$ cat config.mk
export PLATFORM = sky130hd
export DESIGN_NAME = multi_pin_time_debouncer_unit
export DESIGN_NICKNAME = d
export VERILOG_FILES = /design/src/mptd_pkg.sv /design/src/mptd_state.sv /design/src/multi_pin_time_debouncer_unit.sv
export SDC_FILE = /design/constraint.sdc
export NUM_CORES = 1
export LEC_CHECK = 0
export ABC_CLOCK_PERIOD_IN_PS = 5600
export BUFFER_PORTS_ARGS = -buffer_cell sky130_fd_sc_hd__buf_2
export CORE_ASPECT_RATIO = 1.1
export CORE_UTILIZATION = 30
export DETAILED_ROUTE_END_ITERATION = 7
export SYNTH_ARGS = -nofsm -noshare
export SYNTH_HDL_FRONTEND = slang
export SYNTH_SLANG_ARGS = --single-unit
$ cat constraint.sdc
create_clock -name i_clk -period 5.6 [get_ports i_clk]
set_input_delay 0.84 -clock i_clk [delete_from_list [all_inputs] [get_ports i_clk]]
set_output_delay 0.84 -clock i_clk [all_outputs]
set_load 0.03 [all_outputs]
$ cat src/mptd_pkg.sv
`timescale 1ns / 1ps

package mptd_pkg;

    // Field widths
    localparam int PIN_W      = 5;
    localparam int ELAPSED_W  = 10;
    localparam int TIME_W     = 11;
    localparam int KIND_W     = 2;
    localparam int CFG_IDX_W  = 3;
    localparam int CFG_DATA_W = 32;

    // Default number of handled pins
    localparam int DEF_PIN_COUNT = 32;

    // Debounce limits and accumulator ceiling
    localparam logic [TIME_W-1:0] LIMIT_FAST = TIME_W'(100);
    localparam logic [TIME_W-1:0] LIMIT_SLOW = TIME_W'(250);
    localparam logic [TIME_W-1:0] TIME_MAX   = {TIME_W{1'b1}};

    // Event kinds
    localparam logic [KIND_W-1:0] KIND_NONE   = 2'd0;
    localparam logic [KIND_W-1:0] KIND_SET    = 2'd1;
    localparam logic [KIND_W-1:0] KIND_TOGGLE = 2'd2;

    // Configuration register indexes
    localparam logic [CFG_IDX_W-1:0] CFG_ENABLED  = 3'd0;
    localparam logic [CFG_IDX_W-1:0] CFG_INVERTED = 3'd1;
    localparam logic [CFG_IDX_W-1:0] CFG_TOGGLE   = 3'd2;
    localparam logic [CFG_IDX_W-1:0] CFG_FAST     = 3'd3;
    localparam logic [CFG_IDX_W-1:0] CFG_LOCK     = 3'd4;

    // Per-pin state entry
    typedef struct packed {
        logic [TIME_W-1:0] high_time;
        logic [TIME_W-1:0] low_time;
        logic              level;
    } t_pin_state;

endpackage

$ cat src/mptd_state.sv
`timescale 1ns / 1ps

module mptd_state #(
    parameter int PIN_COUNT = mptd_pkg::DEF_PIN_COUNT,
    localparam int AW = (PIN_COUNT > 1) ? $clog2(PIN_COUNT) : 1
) (
    input  logic                 i_clk,
    input  logic                 i_rst_n,
    input  logic                 i_rd_en,
    input  logic [AW-1:0]        i_rd_addr,
    input  logic                 i_wr_en,
    input  logic [AW-1:0]        i_wr_addr,
    input  mptd_pkg::t_pin_state i_wr_data,
    output mptd_pkg::t_pin_state o_rd_data
);
    import mptd_pkg::*;

    t_pin_state       mem [PIN_COUNT];
    logic [PIN_COUNT-1:0] r_vld;
    t_pin_state       r_rd_data;
    logic             r_rd_vld;
    logic [AW-1:0]    r_rd_addr;
    logic             r_wb_valid;
    logic [AW-1:0]    r_wb_addr;
    t_pin_state       r_wb_data;

    // Write back and register the read port
    always_ff @(posedge i_clk) begin
        if (i_wr_en) begin
            mem[i_wr_addr] <= i_wr_data;
        end
        if (i_rd_en) begin
            r_rd_data <= mem[i_rd_addr];
            r_rd_addr <= i_rd_addr;
        end
    end

    // Track written entries and the last write for forwarding
    always_ff @(posedge i_clk) begin
        if (!i_rst_n) begin
            r_vld      <= '0;
            r_rd_vld   <= 1'b0;
            r_wb_valid <= 1'b0;
        end else begin
            if (i_wr_en) begin
                r_vld[i_wr_addr] <= 1'b1;
                r_wb_valid       <= 1'b1;
            end
            if (i_rd_en) begin
                r_rd_vld <= r_vld[i_rd_addr];
            end
        end
    end

    always_ff @(posedge i_clk) begin
        if (i_wr_en) begin
            r_wb_addr <= i_wr_addr;
            r_wb_data <= i_wr_data;
        end
    end

    // Forward the last write, treat unwritten entries as cleared
    always_comb begin
        if (r_wb_valid && (r_wb_addr == r_rd_addr)) begin
            o_rd_data = r_wb_data;
        end else if (r_rd_vld) begin
            o_rd_data = r_rd_data;
        end else begin
            o_rd_data = '0;
        end
    end

    assert property (@(posedge i_clk) disable iff (!i_rst_n)
        i_wr_en |=> r_wb_valid && (r_wb_addr == $past(i_wr_addr)))
        else $error("forwarding register missed a write");

    assert property (@(posedge i_clk) disable iff (!i_rst_n)
        i_wr_en |=> r_vld[$past(i_wr_addr)])
        else $error("written entry not marked valid");

    assert property (@(posedge i_clk) disable iff (!i_rst_n)
        (i_rd_en && i_wr_en && (i_rd_addr == i_wr_addr)) |=> (o_rd_data == $past(i_wr_data)))
        else $error("read after same-entry write returned stale state");

endmodule

$ cat src/multi_pin_time_debouncer_unit.sv
`timescale 1ns / 1ps

// Multi-pin time-based switch debouncer.
// Input channel (i_in_valid / o_in_ready): one sample per request, holding the
// pin index, its raw level and the milliseconds since that pin's last sample.
// Output channel (o_out_valid / i_out_ready): one result per request, giving the
// event kind (none, set level, toggle), the pin, the debounced level and the
// child-lock suppressed flag.
// Configuration: i_cfg_we writes i_cfg_data into register i_cfg_index
// (enabled, inverted, toggle pins, fast debounce, child lock); write only
// while no request is in flight.
// o_out_valid rises once a request has passed the update stage and the output
// register; throughput is one request per cycle unless the receiver stalls.
// Per-pin state sits in a memory with a registered read; the read is issued at
// accept and the update is written back as the request leaves the update
// stage, with the last write forwarded so the same pin can follow back to back.
// Reset clears all configuration, the pipeline and the per-pin valid flags, so
// every pin starts at zero time and level low; no clearing pass is needed.
// When the receiver stalls, the output register holds its result and the
// update stage holds its request; input stays ready while one stage can move.
module multi_pin_time_debouncer_unit #(
    parameter int PIN_COUNT = mptd_pkg::DEF_PIN_COUNT
) (
    input  logic                             i_clk,
    input  logic                             i_rst_n,
    input  logic                             i_cfg_we,
    input  logic [mptd_pkg::CFG_IDX_W-1:0]   i_cfg_index,
    input  logic [mptd_pkg::CFG_DATA_W-1:0]  i_cfg_data,
    input  logic                             i_in_valid,
    output logic                             o_in_ready,
    input  logic [mptd_pkg::PIN_W-1:0]       i_pin_index,
    input  logic                             i_raw_level,
    input  logic [mptd_pkg::ELAPSED_W-1:0]   i_elapsed_ms,
    output logic                             o_out_valid,
    input  logic                             i_out_ready,
    output logic [mptd_pkg::KIND_W-1:0]      o_event_kind,
    output logic [mptd_pkg::PIN_W-1:0]       o_event_pin,
    output logic                             o_new_level,
    output logic                             o_suppressed
);
    import mptd_pkg::*;

    localparam int AW     = (PIN_COUNT > 1) ? $clog2(PIN_COUNT) : 1;
    localparam int PIDX_W = (AW > PIN_W) ? AW : PIN_W;

    // Configuration registers
    logic [CFG_DATA_W-1:0] r_enabled;
    logic [CFG_DATA_W-1:0] r_inverted;
    logic [CFG_DATA_W-1:0] r_toggle;
    logic                  r_fast;
    logic                  r_lock;

    // Update stage
    logic                  r_s1_valid;
    logic [PIN_W-1:0]      r_s1_pin;
    logic                  r_s1_level;
    logic [ELAPSED_W-1:0]  r_s1_elapsed;

    // Output register
    logic                  r_out_valid;
    logic [KIND_W-1:0]     r_out_kind;
    logic [PIN_W-1:0]      r_out_pin;
    logic                  r_out_level;
    logic                  r_out_supp;

    logic                  in_acc;
    logic                  s1_adv;
    logic [PIDX_W-1:0]     in_pin_ext;
    logic [PIDX_W-1:0]     s1_pin_ext;
    logic [AW-1:0]         rd_addr;
    logic [AW-1:0]         s1_addr;
    logic                  in_range;
    logic                  pin_on;
    logic                  lvl;
    logic [TIME_W-1:0]     limit;
    logic [TIME_W-1:0]     sel_time;
    logic [TIME_W:0]       sum;
    logic [TIME_W-1:0]     sat_time;
    logic [TIME_W-1:0]     next_time;
    logic                  over;
    logic                  change;
    logic                  wr_en;
    t_pin_state            cur;
    t_pin_state            nxt;
    logic [KIND_W-1:0]     n_kind;
    logic                  n_level;
    logic                  n_supp;

    // Handshake
    assign s1_adv     = r_s1_valid && (!r_out_valid || i_out_ready);
    assign o_in_ready = !r_s1_valid || s1_adv;
    assign in_acc     = i_in_valid && o_in_ready;

    assign in_pin_ext = PIDX_W'(i_pin_index);
    assign s1_pin_ext = PIDX_W'(r_s1_pin);
    assign rd_addr    = in_pin_ext[AW-1:0];
    assign s1_addr    = s1_pin_ext[AW-1:0];

    // Write configuration
    always_ff @(posedge i_clk) begin
        if (!i_rst_n) begin
            r_enabled  <= '0;
            r_inverted <= '0;
            r_toggle   <= '0;
            r_fast     <= 1'b0;
            r_lock     <= 1'b0;
        end else if (i_cfg_we) begin
            case (i_cfg_index)
                CFG_ENABLED:  r_enabled  <= i_cfg_data;
                CFG_INVERTED: r_inverted <= i_cfg_data;
                CFG_TOGGLE:   r_toggle   <= i_cfg_data;
                CFG_FAST:     r_fast     <= i_cfg_data[0];
                CFG_LOCK:     r_lock     <= i_cfg_data[0];
                default:      ;
            endcase
        end
    end

    // Per-pin state memory
    mptd_state #(
        .PIN_COUNT (PIN_COUNT)
    ) u_state (
        .i_clk     (i_clk),
        .i_rst_n   (i_rst_n),
        .i_rd_en   (in_acc),
        .i_rd_addr (rd_addr),
        .i_wr_en   (wr_en),
        .i_wr_addr (s1_addr),
        .i_wr_data (nxt),
        .o_rd_data (cur)
    );

    // Advance the update stage
    always_ff @(posedge i_clk) begin
        if (!i_rst_n) begin
            r_s1_valid <= 1'b0;
        end else if (in_acc) begin
            r_s1_valid <= 1'b1;
        end else if (s1_adv) begin
            r_s1_valid <= 1'b0;
        end
    end

    always_ff @(posedge i_clk) begin
        if (in_acc) begin
            r_s1_pin     <= i_pin_index;
            r_s1_level   <= i_raw_level;
            r_s1_elapsed <= i_elapsed_ms;
        end
    end

    // Debounce update
    always_comb begin
        in_range  = {1'b0, s1_pin_ext} < (PIDX_W + 1)'(PIN_COUNT);
        pin_on    = in_range && r_enabled[r_s1_pin];
        lvl       = r_s1_level ^ r_inverted[r_s1_pin];
        limit     = r_fast ? LIMIT_FAST : LIMIT_SLOW;
        sel_time  = lvl ? cur.high_time : cur.low_time;
        over      = sel_time > limit;
        sum       = {1'b0, sel_time} + (TIME_W + 1)'(r_s1_elapsed);
        sat_time  = sum[TIME_W] ? TIME_MAX : sum[TIME_W-1:0];
        next_time = over ? sel_time : sat_time;
        change    = over && (cur.level != lvl);

        nxt.high_time = lvl ? next_time : '0;
        nxt.low_time  = lvl ? '0 : next_time;
        nxt.level     = over ? lvl : cur.level;

        wr_en = s1_adv && pin_on;

        if (pin_on) begin
            n_level = nxt.level;
            if (change) begin
                n_kind = r_toggle[r_s1_pin] ? KIND_TOGGLE : KIND_SET;
                n_supp = r_toggle[r_s1_pin] && r_lock;
            end else begin
                n_kind = KIND_NONE;
                n_supp = 1'b0;
            end
        end else begin
            n_kind  = KIND_NONE;
            n_supp  = 1'b0;
            n_level = in_range && cur.level;
        end
    end

    // Hold the result until taken
    always_ff @(posedge i_clk) begin
        if (!i_rst_n) begin
            r_out_valid <= 1'b0;
        end else if (s1_adv) begin
            r_out_valid <= 1'b1;
        end else if (i_out_ready) begin
            r_out_valid <= 1'b0;
        end
    end

    always_ff @(posedge i_clk) begin
        if (s1_adv) begin
            r_out_kind  <= n_kind;
            r_out_pin   <= r_s1_pin;
            r_out_level <= n_level;
            r_out_supp  <= n_supp;
        end
    end

    assign o_out_valid  = r_out_valid;
    assign o_event_kind = r_out_kind;
    assign o_event_pin  = r_out_pin;
    assign o_new_level  = r_out_level;
    assign o_suppressed = r_out_supp;

    assert property (@(posedge i_clk) disable iff (!i_rst_n)
        (o_out_valid && o_suppressed) |-> (o_event_kind == KIND_TOGGLE))
        else $error("suppressed flag on a non-toggle event");

    assert property (@(posedge i_clk) disable iff (!i_rst_n)
        (in_acc && r_s1_valid) |-> s1_adv)
        else $error("request accepted over a stalled update stage");

    assert property (@(posedge i_clk) disable iff (!i_rst_n)
        wr_en |-> (r_s1_valid && in_range))
        else $error("state written without a valid in-range request");

    assert property (@(posedge i_clk) disable iff (!i_rst_n)
        o_out_valid |-> (o_event_kind <= KIND_TOGGLE))
        else $error("reserved event kind");

endmodule

==> results of run 1 <==
## how the worst min path moves through the flow
| stage | cells after the start | slack (ps) | start | endpoint |
|---|---|---|---|---|
| 3_3_place_gp | 1 | 440 | u_state.r_wb_valid | u_state.r_wb_valid |
| 3_5_place_dp | 1 | 450 | u_state.r_wb_valid | u_state.r_wb_valid |
| 5_1_grt | 1 | 350 | i_elapsed_ms[9] | r_s1_elapsed[9] |
| 4_1_cts | 1 | 340 | i_elapsed_ms[8] | r_s1_elapsed[8] |
| 2_1_floorplan | 1 | 430 | u_state.r_wb_valid | u_state.r_wb_valid |
| 6_report | 1 | 370 | i_elapsed_ms[8] | r_s1_elapsed[8] |
## power by group through the flow
stage | combinational (mW) | clock [mW] | sequential, mW
floorplan | 0.588 | 0 | 8.04
global placement | 0.909 | 0 | 8.05
global route | 1.03 | 6.63 | 7.90
detailed placement | 0.943 | 0 | 8.05
finish | 0.958 | 6.26 | 7.90
CTS | 0.949 | 6.37 | 7.90
## per-stage QoR
| step | worst slack (ps) | instance area (sq um) | power [mW] |
|---|---|---|---|
| finish | 181 | 43900 | 15.1 |
| global route | -39.1 | 43900 | 15.6 |
| CTS | 32.8 | 43800 | 15.2 |
| detailed placement | -86.3 | 40700 | 8.99 |
| global placement | 123 | 40700 | 8.96 |
| floorplan | -318 | 37600 | 8.63 |
## logic make-up (layout without fill, tap and decap cells)
| logic type | count (synthesis) | after routing | synth area share |
|---|---|---|---|
| XOR/XNOR | 12 | 12 | 0.00279 |
| adder cells (fa/ha/maj) | 16 | 16 | 0.00552 |
| multiplexers | 313 | 313 | 0.170 |
| buffers and inverters | 144 | 368 | 0.0165 |
| AO/OA/AOI/OAI | 234 | 236 | 0.0449 |
| AND/OR/NAND/NOR | 345 | 345 | 0.0410 |
| flip-flops | 946 | 946 | 0.720 |
## sequential cells by signal, indices dropped and copies added (netlist names), 2 cells and up
signal,cells
r_enabled,32
o_event_pin,5
u_state.r_wb_data,23
r_inverted,32
u_state.r_vld,32
o_event_kind,2
u_state.mem,736
u_state.r_rd_addr,5
u_state.r_rd_data,23
r_s1_elapsed,10
u_state.r_wb_addr,5
r_toggle,32
## cell usage in the layout (no fill, tap or decap), types with 17 or more instances in the layout
master and count:
nand3_1 23, clkbuf_1 17, buf_2 62, edfxtp_1 812, nor2_4 35, mux2i_1 30, clkinv_2 19, buf_4 105
mux2_2 24, a21oi_1 20, dfxtp_1 134, clkinv_1 20, a21boi_0 96, clkbuf_16 96, o21a_1 36, nand2_1 216
inv_1 20, mux4_2 256
## layout make-up
cell class	count	area, sq um	share of cell area
Sequential cell	946	27100	0.617
Multi-Input combinational cell	922	10400	0.237
Clock buffer	114	2480	0.0565
Tap cell	1644	2060	0.0469
Timing Repair Buffer	174	1230	0.0280
Clock inverter	60	571	0.0130
Inverter	20	75.1	0.00171
## layer usage
metal  GRT usage  wire (um)  vias to the layer above
met2       0.259      49700                      676
met5           0          0                        -
li1            -          -                     8356
met1       0.196      39800                    10600
met4      0.0406       2020                        0
met3      0.0233       5620                      132
## timing repair
action,4_1_cts,5_1_grt
cloned,0,2
endpoints found under the setup margin,165,198
hold buffers,0,0
resized for setup,4,6
pin swaps,1,2
==> impl.org, run 1 <==
** Outcome
- The flow ran to the end, and the final reports show no timing, DRC or antenna violations.

** Setup path
- Buffers plus inverters on the worst setup path :: 4
- Worst Path Required :: 5900 ps
- Slowest library cell on the worst path :: o2111ai_1
- Cell class contributing the biggest share of worst-path delay :: compound AO/OA/AOI/OAI gates
- The endpoint identified for the worst register-to-register timing path is u_state.mem[13][5].
- Critical path capture point :: u_state.mem[13][5]
- The critical path crosses 21 cells after its start point.
- The signal on the critical path passes through buf_12, mux2i_1, o22ai_1, nor4_2, buf_4, mux2_2, nand2_1, buf_4, nand2_1, nand3_1, and2_1, ha_1, o21a_1, o21a_1, o21ai_0, nor2_1, a211oi_2, o21ai_2, buf_4, o2111ai_1, o31ai_4.
- Kind of capture point of the worst setup path :: register
- Across all register-to-register paths, the minimum setup slack is between 150 and 200 ps.
- Worst setup path startpoint :: u_state.r_rd_addr[1]
- The largest single stage delay on the critical path is 570 ps.
- STA classifies the critical path startpoint as a register.
- Worst-path maximum fanout :: 19
- Type of the worst setup path :: reg2reg
- Critical Path Most Common Cell :: buf_4
- Endpoint arrival time on the critical path :: between 5000 and 6000 ps
- Count of cells along the worst register-to-register path :: 21
- Worst reg2reg path startpoint :: u_state.r_rd_addr[1]

** Final layout
- Final Instance Count excl. Fillers :: between 3000 and 4000
- Layout overhead on the synthesized area :: 16.7%
- After filler insertion, the fill cell instance count of the layout stands at between 10000 and 15000.
- Share of the core filled with cells :: 0.354
- Layout cells sized above 1 :: 0.299
- Layout Nets :: 2229
- The repair_antennas step left the layout with diodes totalling 0.

** Detailed routing
- Vias after detailed routing :: 19800
- Initial DRT Pass Iterations :: 5
- After the first detailed-routing iteration, the DRC count stood at approximately 1900.
- Summed over all layers, the routed wires come to just under 100000 um.
- After detailed routing, the average wire length per cell comes to 25.0 um.
- Total DRC errors in the routed layout :: 0
- In the routed layout, each cell is associated on average with a via count of 5.10.
- Once detail routing completed, the nets flagged for antenna violations numbered 0.

** GRT
- Initial antenna violation count :: 0
- The first global-routing pass estimated 140000 um of wire.
- For this run the aggregate overflow at the end of global routing stands at 0.
- Number of global-route vias before repair :: 20200
- Largest net degree at the start of global routing :: 135
- Across every metal layer, demand over resource in global routing totals 0.150.

** Timing
- Period minus WS final :: 5420 ps
- Based on the critical path, the design can be clocked at up to ~0.18 GHz.
- Setup violations remaining at the end of the flow were counted as 0.
- Adding up every negative setup slack in the final design gives 0 ps.
- RSZ-0062 raised after global routing :: true
- The worst pin sits at a relative slew slack of 0.0830.
- The hold violation total from the final report came to 0.
- Dividing the final minimum period by the clock period gives 0.968.
- Worst Hold Margin :: 369 ps
- Fin Clk Skew :: approximately 29 ps
- Fin. max-slew vios :: 0
- For the pin with the worst max-slew slack, the measured transition is 1370 ps.

** Floorplan
- The floorplan step defined a die boundary enclosing 0.127 sq mm.
- For this configuration, the core starts out at a cell density of 0.304.
- 67 I/O pins were placed.
- In this run the vertical extent of the chip is about 370 um.
- From left edge to right edge, the die measures 340 um.
- Core box area :: 0.124 sq mm
- Cell row count :: 135

** Pwr
- Part of the power in the clock network :: 0.414
- The worst-case IR drop observed on VDD is 237 uV.
- Switching fraction of total power :: 0.217
- Static leakage :: 13.9 nW
- Int Power :: 11.8 mW
- Of the total power, registers draw 0.523.
- Share of total power in combinational logic :: 0.063
- For this design the total switching power over the nets is 3.27 mW.
- Power per Cell Area :: 344 mW/mm^2

** Placed design
- Placed wire-length estimate :: 54900 um
- Count of port buffers added during placement :: between 60 and 70
- Final weighted congestion in routability-driven placement :: 0.862
- Including well taps, the total number of placed cells is 3704.

** Clock tree
- Clock tree root driver cell :: clkbuf_16
- Number of buffers inserted by post-CTS setup repair :: 0
- For this design, the sink count on the clock tree is between 900 and 1000.
- The longest clock path from root to sink contains 3 buffers.
- The H-tree was split into 3 levels.
- Number of CTS-inserted buffers :: 93
- CTS tree :: built
- Later-pin clock latency in the skew report :: 660 ps
- Clock-pin slew was measured on the worst setup and hold paths at about 60 ps.

** Yosys
- Top cells by count, synth :: edfxtp_1, mux4_2, nand2_1
- The cell area that synthesis handed to floorplanning was 0.0376 sq mm.
- Synth Instances :: approximately 2000
- For this run, the leading register cell type out of synthesis is edfxtp_1.
- Synthesis produced a netlist with a net count of ~2100.
- During synthesis, Yosys emitted a total of 0 warnings.
- Counting flops and latches in the post-synthesis netlist gives 946.
- The largest total area in the synthesized netlist belongs to edfxtp_1.
- Yosys instantiated no cell more often than edfxtp_1.
- Number of enable flip-flop cells after synthesis :: 812
- The share of synthesized area in the top cell type comes to 0.648.
- After synthesis, the mean cell area works out to 18.7 sq um.
- Part of the Yosys area used for sequential elements :: 0.720
- Counting distinct cell types in the post-synthesis netlist gives 62.
- Main area contributors after synthesis :: edfxtp_1, mux4_2, dfxtp_1, nand2_1, a21boi_0
- Async S/R FF share, synth :: 0

** Worst hold path
- The path class of the tightest hold or removal check is in2reg.

** Flow run
- Max-cap violations in this run came to 0.
Note: power is estimated with default switching activity, not from simulation.
==> inputs of run 2 (changes only) <==
==> constraint.sdc (replaced) <==
create_clock -name i_clk -period 5.6 [get_ports i_clk]
set_input_delay 0 -clock i_clk [delete_from_list [all_inputs] [get_ports i_clk]]
set_output_delay 0 -clock i_clk [all_outputs]
set_load 0.03 [all_outputs]
==> run 2 against run 1 <==
Combinational power grew 8%. Sequential share of layout area shrank 0.81 points. Worst setup slack lost 46 ps. First-iteration DRC count grew 6.8%. Critical endpoint is now u_state.mem[30][13]. Maximum frequency shrank 0.84%. Register-to-register slack lost 50 ps. Clock skew is essentially flat. Sequential cell count is the same. Worst hold slack lost 330 ps. Highest routed layer unchanged. Cell area grew 1.3%.
==> impl.org, run 2 (synthesis results as in run 1) <==
** Setup path
- Register-to-register setup slack :: 140 ps
- Among the stages of the critical path, the cell type that occurs most often is buf_4.
- Slowest library cell on the worst path :: a21oi_2
- Ordered list of cells on the worst path :: buf_4, nand3b_1, o22ai_1, nor4_2, buf_4, mux2_4, nor2_4, mux2i_1, o21ai_0, and2_1, ha_1, o21a_1, o21a_1, o21ai_0, buf_4, nor4_1, a211oi_2, buf_4, o21ai_2, o21ai_0, a21oi_2
- Cell class contributing the biggest share of worst-path delay :: compound AO/OA/AOI/OAI gates
- The worst register-to-register path ends at u_state.mem[30][13].
- For the worst flop-to-flop path, the logic depth is 21.
- Kind of capture point of the worst setup path :: register
- The worst setup path is launched from a register.
- STA puts the critical path data required time at 5950 ps.
- Type of the worst setup path :: reg2reg
- Of all nets on the critical path, the largest fanout is 16.
- Worst reg2reg path startpoint :: u_state.r_rd_addr[2]
- For this run, the slowest stage of the critical path takes between 700 and 800 ps.
- Data on the critical path arrives at its endpoint at 5820 ps.
- Together, buffers and inverters on the worst path number 4.

** Timing
- Static timing analysis puts the maximum clock frequency at approximately 0.18 GHz.
- Worst slew margin relative to its limit :: 0.136
- In the post-route analysis, the smallest setup slack over all paths is 135 ps.
- Counting I/O delays and the setup requirement, the final critical path takes approximately 5500 ps.
- Worst Hold Margin :: 43.5 ps
- Endpoints failing setup :: 0
- In the finished design, the share of the clock period the worst path needs comes to 0.976.
- The max-slew violation total from the final report is 0.
- Between clock sinks in the finished design, the worst skew comes to roughly 28 ps.
- Slew at the pin closest to its max-slew limit :: ~1300 ps
- Setup repair after global routing could not meet its margin everywhere.
- The hold violation total from the final report is 0.

** Final layout
- Biggest register :: u_state.mem
- The library cells used most frequently in the layout, excluding fill and tap cells, are edfxtp_1, mux4_2, nand2_1.
- Layout Nets :: 2298
- After filler insertion, the fill cell instance count of the layout stands at 11300.
- Flip-flop count of the largest register, all copies and words added :: between 700 and 800
- In the final layout, the share of cells above drive strength 1 is 0.293.
- From synthesis to final layout, the design area changed by 18.2%.
- Leaving out fill and tap cells, the most frequent cell in the layout is edfxtp_1.

** Worst hold path
- The worst hold path belongs to the class in2reg.
- Along the worst hold path, the cell count comes to 2.
- Launch instance of the worst min-delay path :: i_pin_index[4]
- The worst hold path terminates at u_state.r_rd_addr[4].

** Pwr
- Worst vdd rail ir drop :: 234 uV
- Static leakage :: 14.2 nW
- Power spread over the standard cell area amounts to 336 mW/mm^2.

** Placed design
- Count of port buffers added during placement :: 66
- At the end of routability-driven placement, the weighted congestion stood at between 0.8 and 0.9.
- Once detailed placement completed, the half-perimeter wirelength came to 56000 um.
- Prior to clock tree synthesis, the placed netlist has a worst setup slack of -64.3 ps.

** Flow run
- MaxCap Viol Count :: 0

** Clock tree
- The root buffer cell chosen for the clock tree is clkbuf_16.
- Clock tree synthesis found a total of 946 sinks.
- Clock-pin slew was measured on the worst setup and hold paths at around 60 ps.
- In this run the deepest clock path goes through 3 buffers.
- CTS tree :: built
- Later-pin clock latency in the skew report :: about 670 ps
- Number of CTS-inserted buffers :: between 90 and 100
- Deepest level of the CTS H-tree :: 3

** GRT
- After global routing the overflow that remains totals 0.
- Largest net degree at the start of global routing :: 135
- Number of global-route vias before repair :: 20200
- Overall fraction of global-route tracks in use :: 0.153
- The first global-routing pass estimated 141000 um of wire.
- Initial antenna violation count :: 0

** Detailed routing
- Initial DRT Pass Iterations :: 5
- Total wirelength of the detailed-routed design :: 99700 um
- Total DRC errors in the routed layout :: 0
- Count of routing violations after the opening detailed-route iteration :: a little over 2000
- Detailed routing inserted a total of 20000 vias.
- Dividing the detail-routed via count by the number of cells gives 5.08.
- The detail route stage leaves a number of antenna-violating nets equal to 0.
- Detail-routed net length per standard cell :: 25.3 um

** Floorplan
- Cell row count :: 135
- The floorplan step set the die width to 340 um.
- The initial utilization of the core area, before any placement, comes to 0.304.
- Core box area :: 0.124 sq mm
- 67 I/O pins were placed.
- The floorplan step defined a die boundary enclosing 0.127 sq mm.
- Die height :: between 300 and 400 um

** Outcome
- The flow ran to the end, and the final reports show no timing, DRC or antenna violations.
run 2: cell count changes in the layout (fill, tap and decap cells not counted), sizes merged, moves of 4 or more:
cell and delta:
dlygate4sd3 +57, buf +11, clkinv -7, clkbuf +5, bufinv -4
run 2: worst max-delay path by stage:
stage	startpoint	end	slack, ps	depth (start not counted)
global route	u_state.r_rd_addr[2]	u_state.mem[26][13]	-200	21
finish	u_state.r_rd_addr[2]	u_state.mem[30][13]	140	21
detailed placement	u_state.r_rd_addr[2]	u_state.mem[10][12]	-60	21
global placement	u_state.r_rd_addr[2]	u_state.mem[14][6]	160	19
floorplan	u_state.r_rd_addr[1]	u_state.mem[0][15]	-320	21
CTS	u_state.r_rd_addr[2]	u_state.mem[1][5]	9	21
run 2: repair_timing:
action,4_1_cts,5_1_grt
setup buffers,0,1
setup endpoints to repair,99,289
hold buffers,57,0
pin swaps,1,4
gates resized for setup,2,13
cloned,1,4
endpoints found under the hold margin,121,0
run 2: final cells by class:
class | instances | area, sq um | share of cell area
Sequential cell | 946 | 27100 | 0.609
Multi-Input combinational cell | 925 | 10500 | 0.235
Clock buffer | 119 | 2450 | 0.0552
Tap cell | 1644 | 2060 | 0.0463
Timing Repair Buffer | 242 | 1890 | 0.0425
Clock inverter | 48 | 464 | 0.0104
Inverter | 20 | 75.1 | 0.00169
Antenna cell | 1 | 2.50 | 0.0000563
run 2: per-layer routing:
layer | wire length (um) | track usage | part of all wire | vias up
met5 | 0 | 0 | 0 | -
met2 | 50000 | 0.260 | 0.50 | 672
li1 | - | - | - | 8499
met3 | 5870 | 0.0215 | 0.059 | 143
met1 | 41400 | 0.201 | 0.42 | 10700
met4 | 2380 | 0.0467 | 0.024 | 0
run 2: stage by stage:
step	TNS (ps)	total power, mW	util	area [sq um]	cells
after floorplan	-83310	8.63	-	37600	2010
after global placement	0	8.97	0.330	40800	3714
after detailed placement	-2150	9.00	0.330	40800	3714
after CTS	0	15.0	0.358	44300	3939
after global routing	-8900	15.4	0.359	44500	3944
final	0	15.0	0.359	44500	3945
run 2: power by group:
part	internal, mW	total [mW]	switching, mW	leakage (nW)
combinational	0.397	1.03	0.632	4.22
clock	3.39	6.04	2.64	1.42
sequential	7.86	7.90	0.0327	8.53
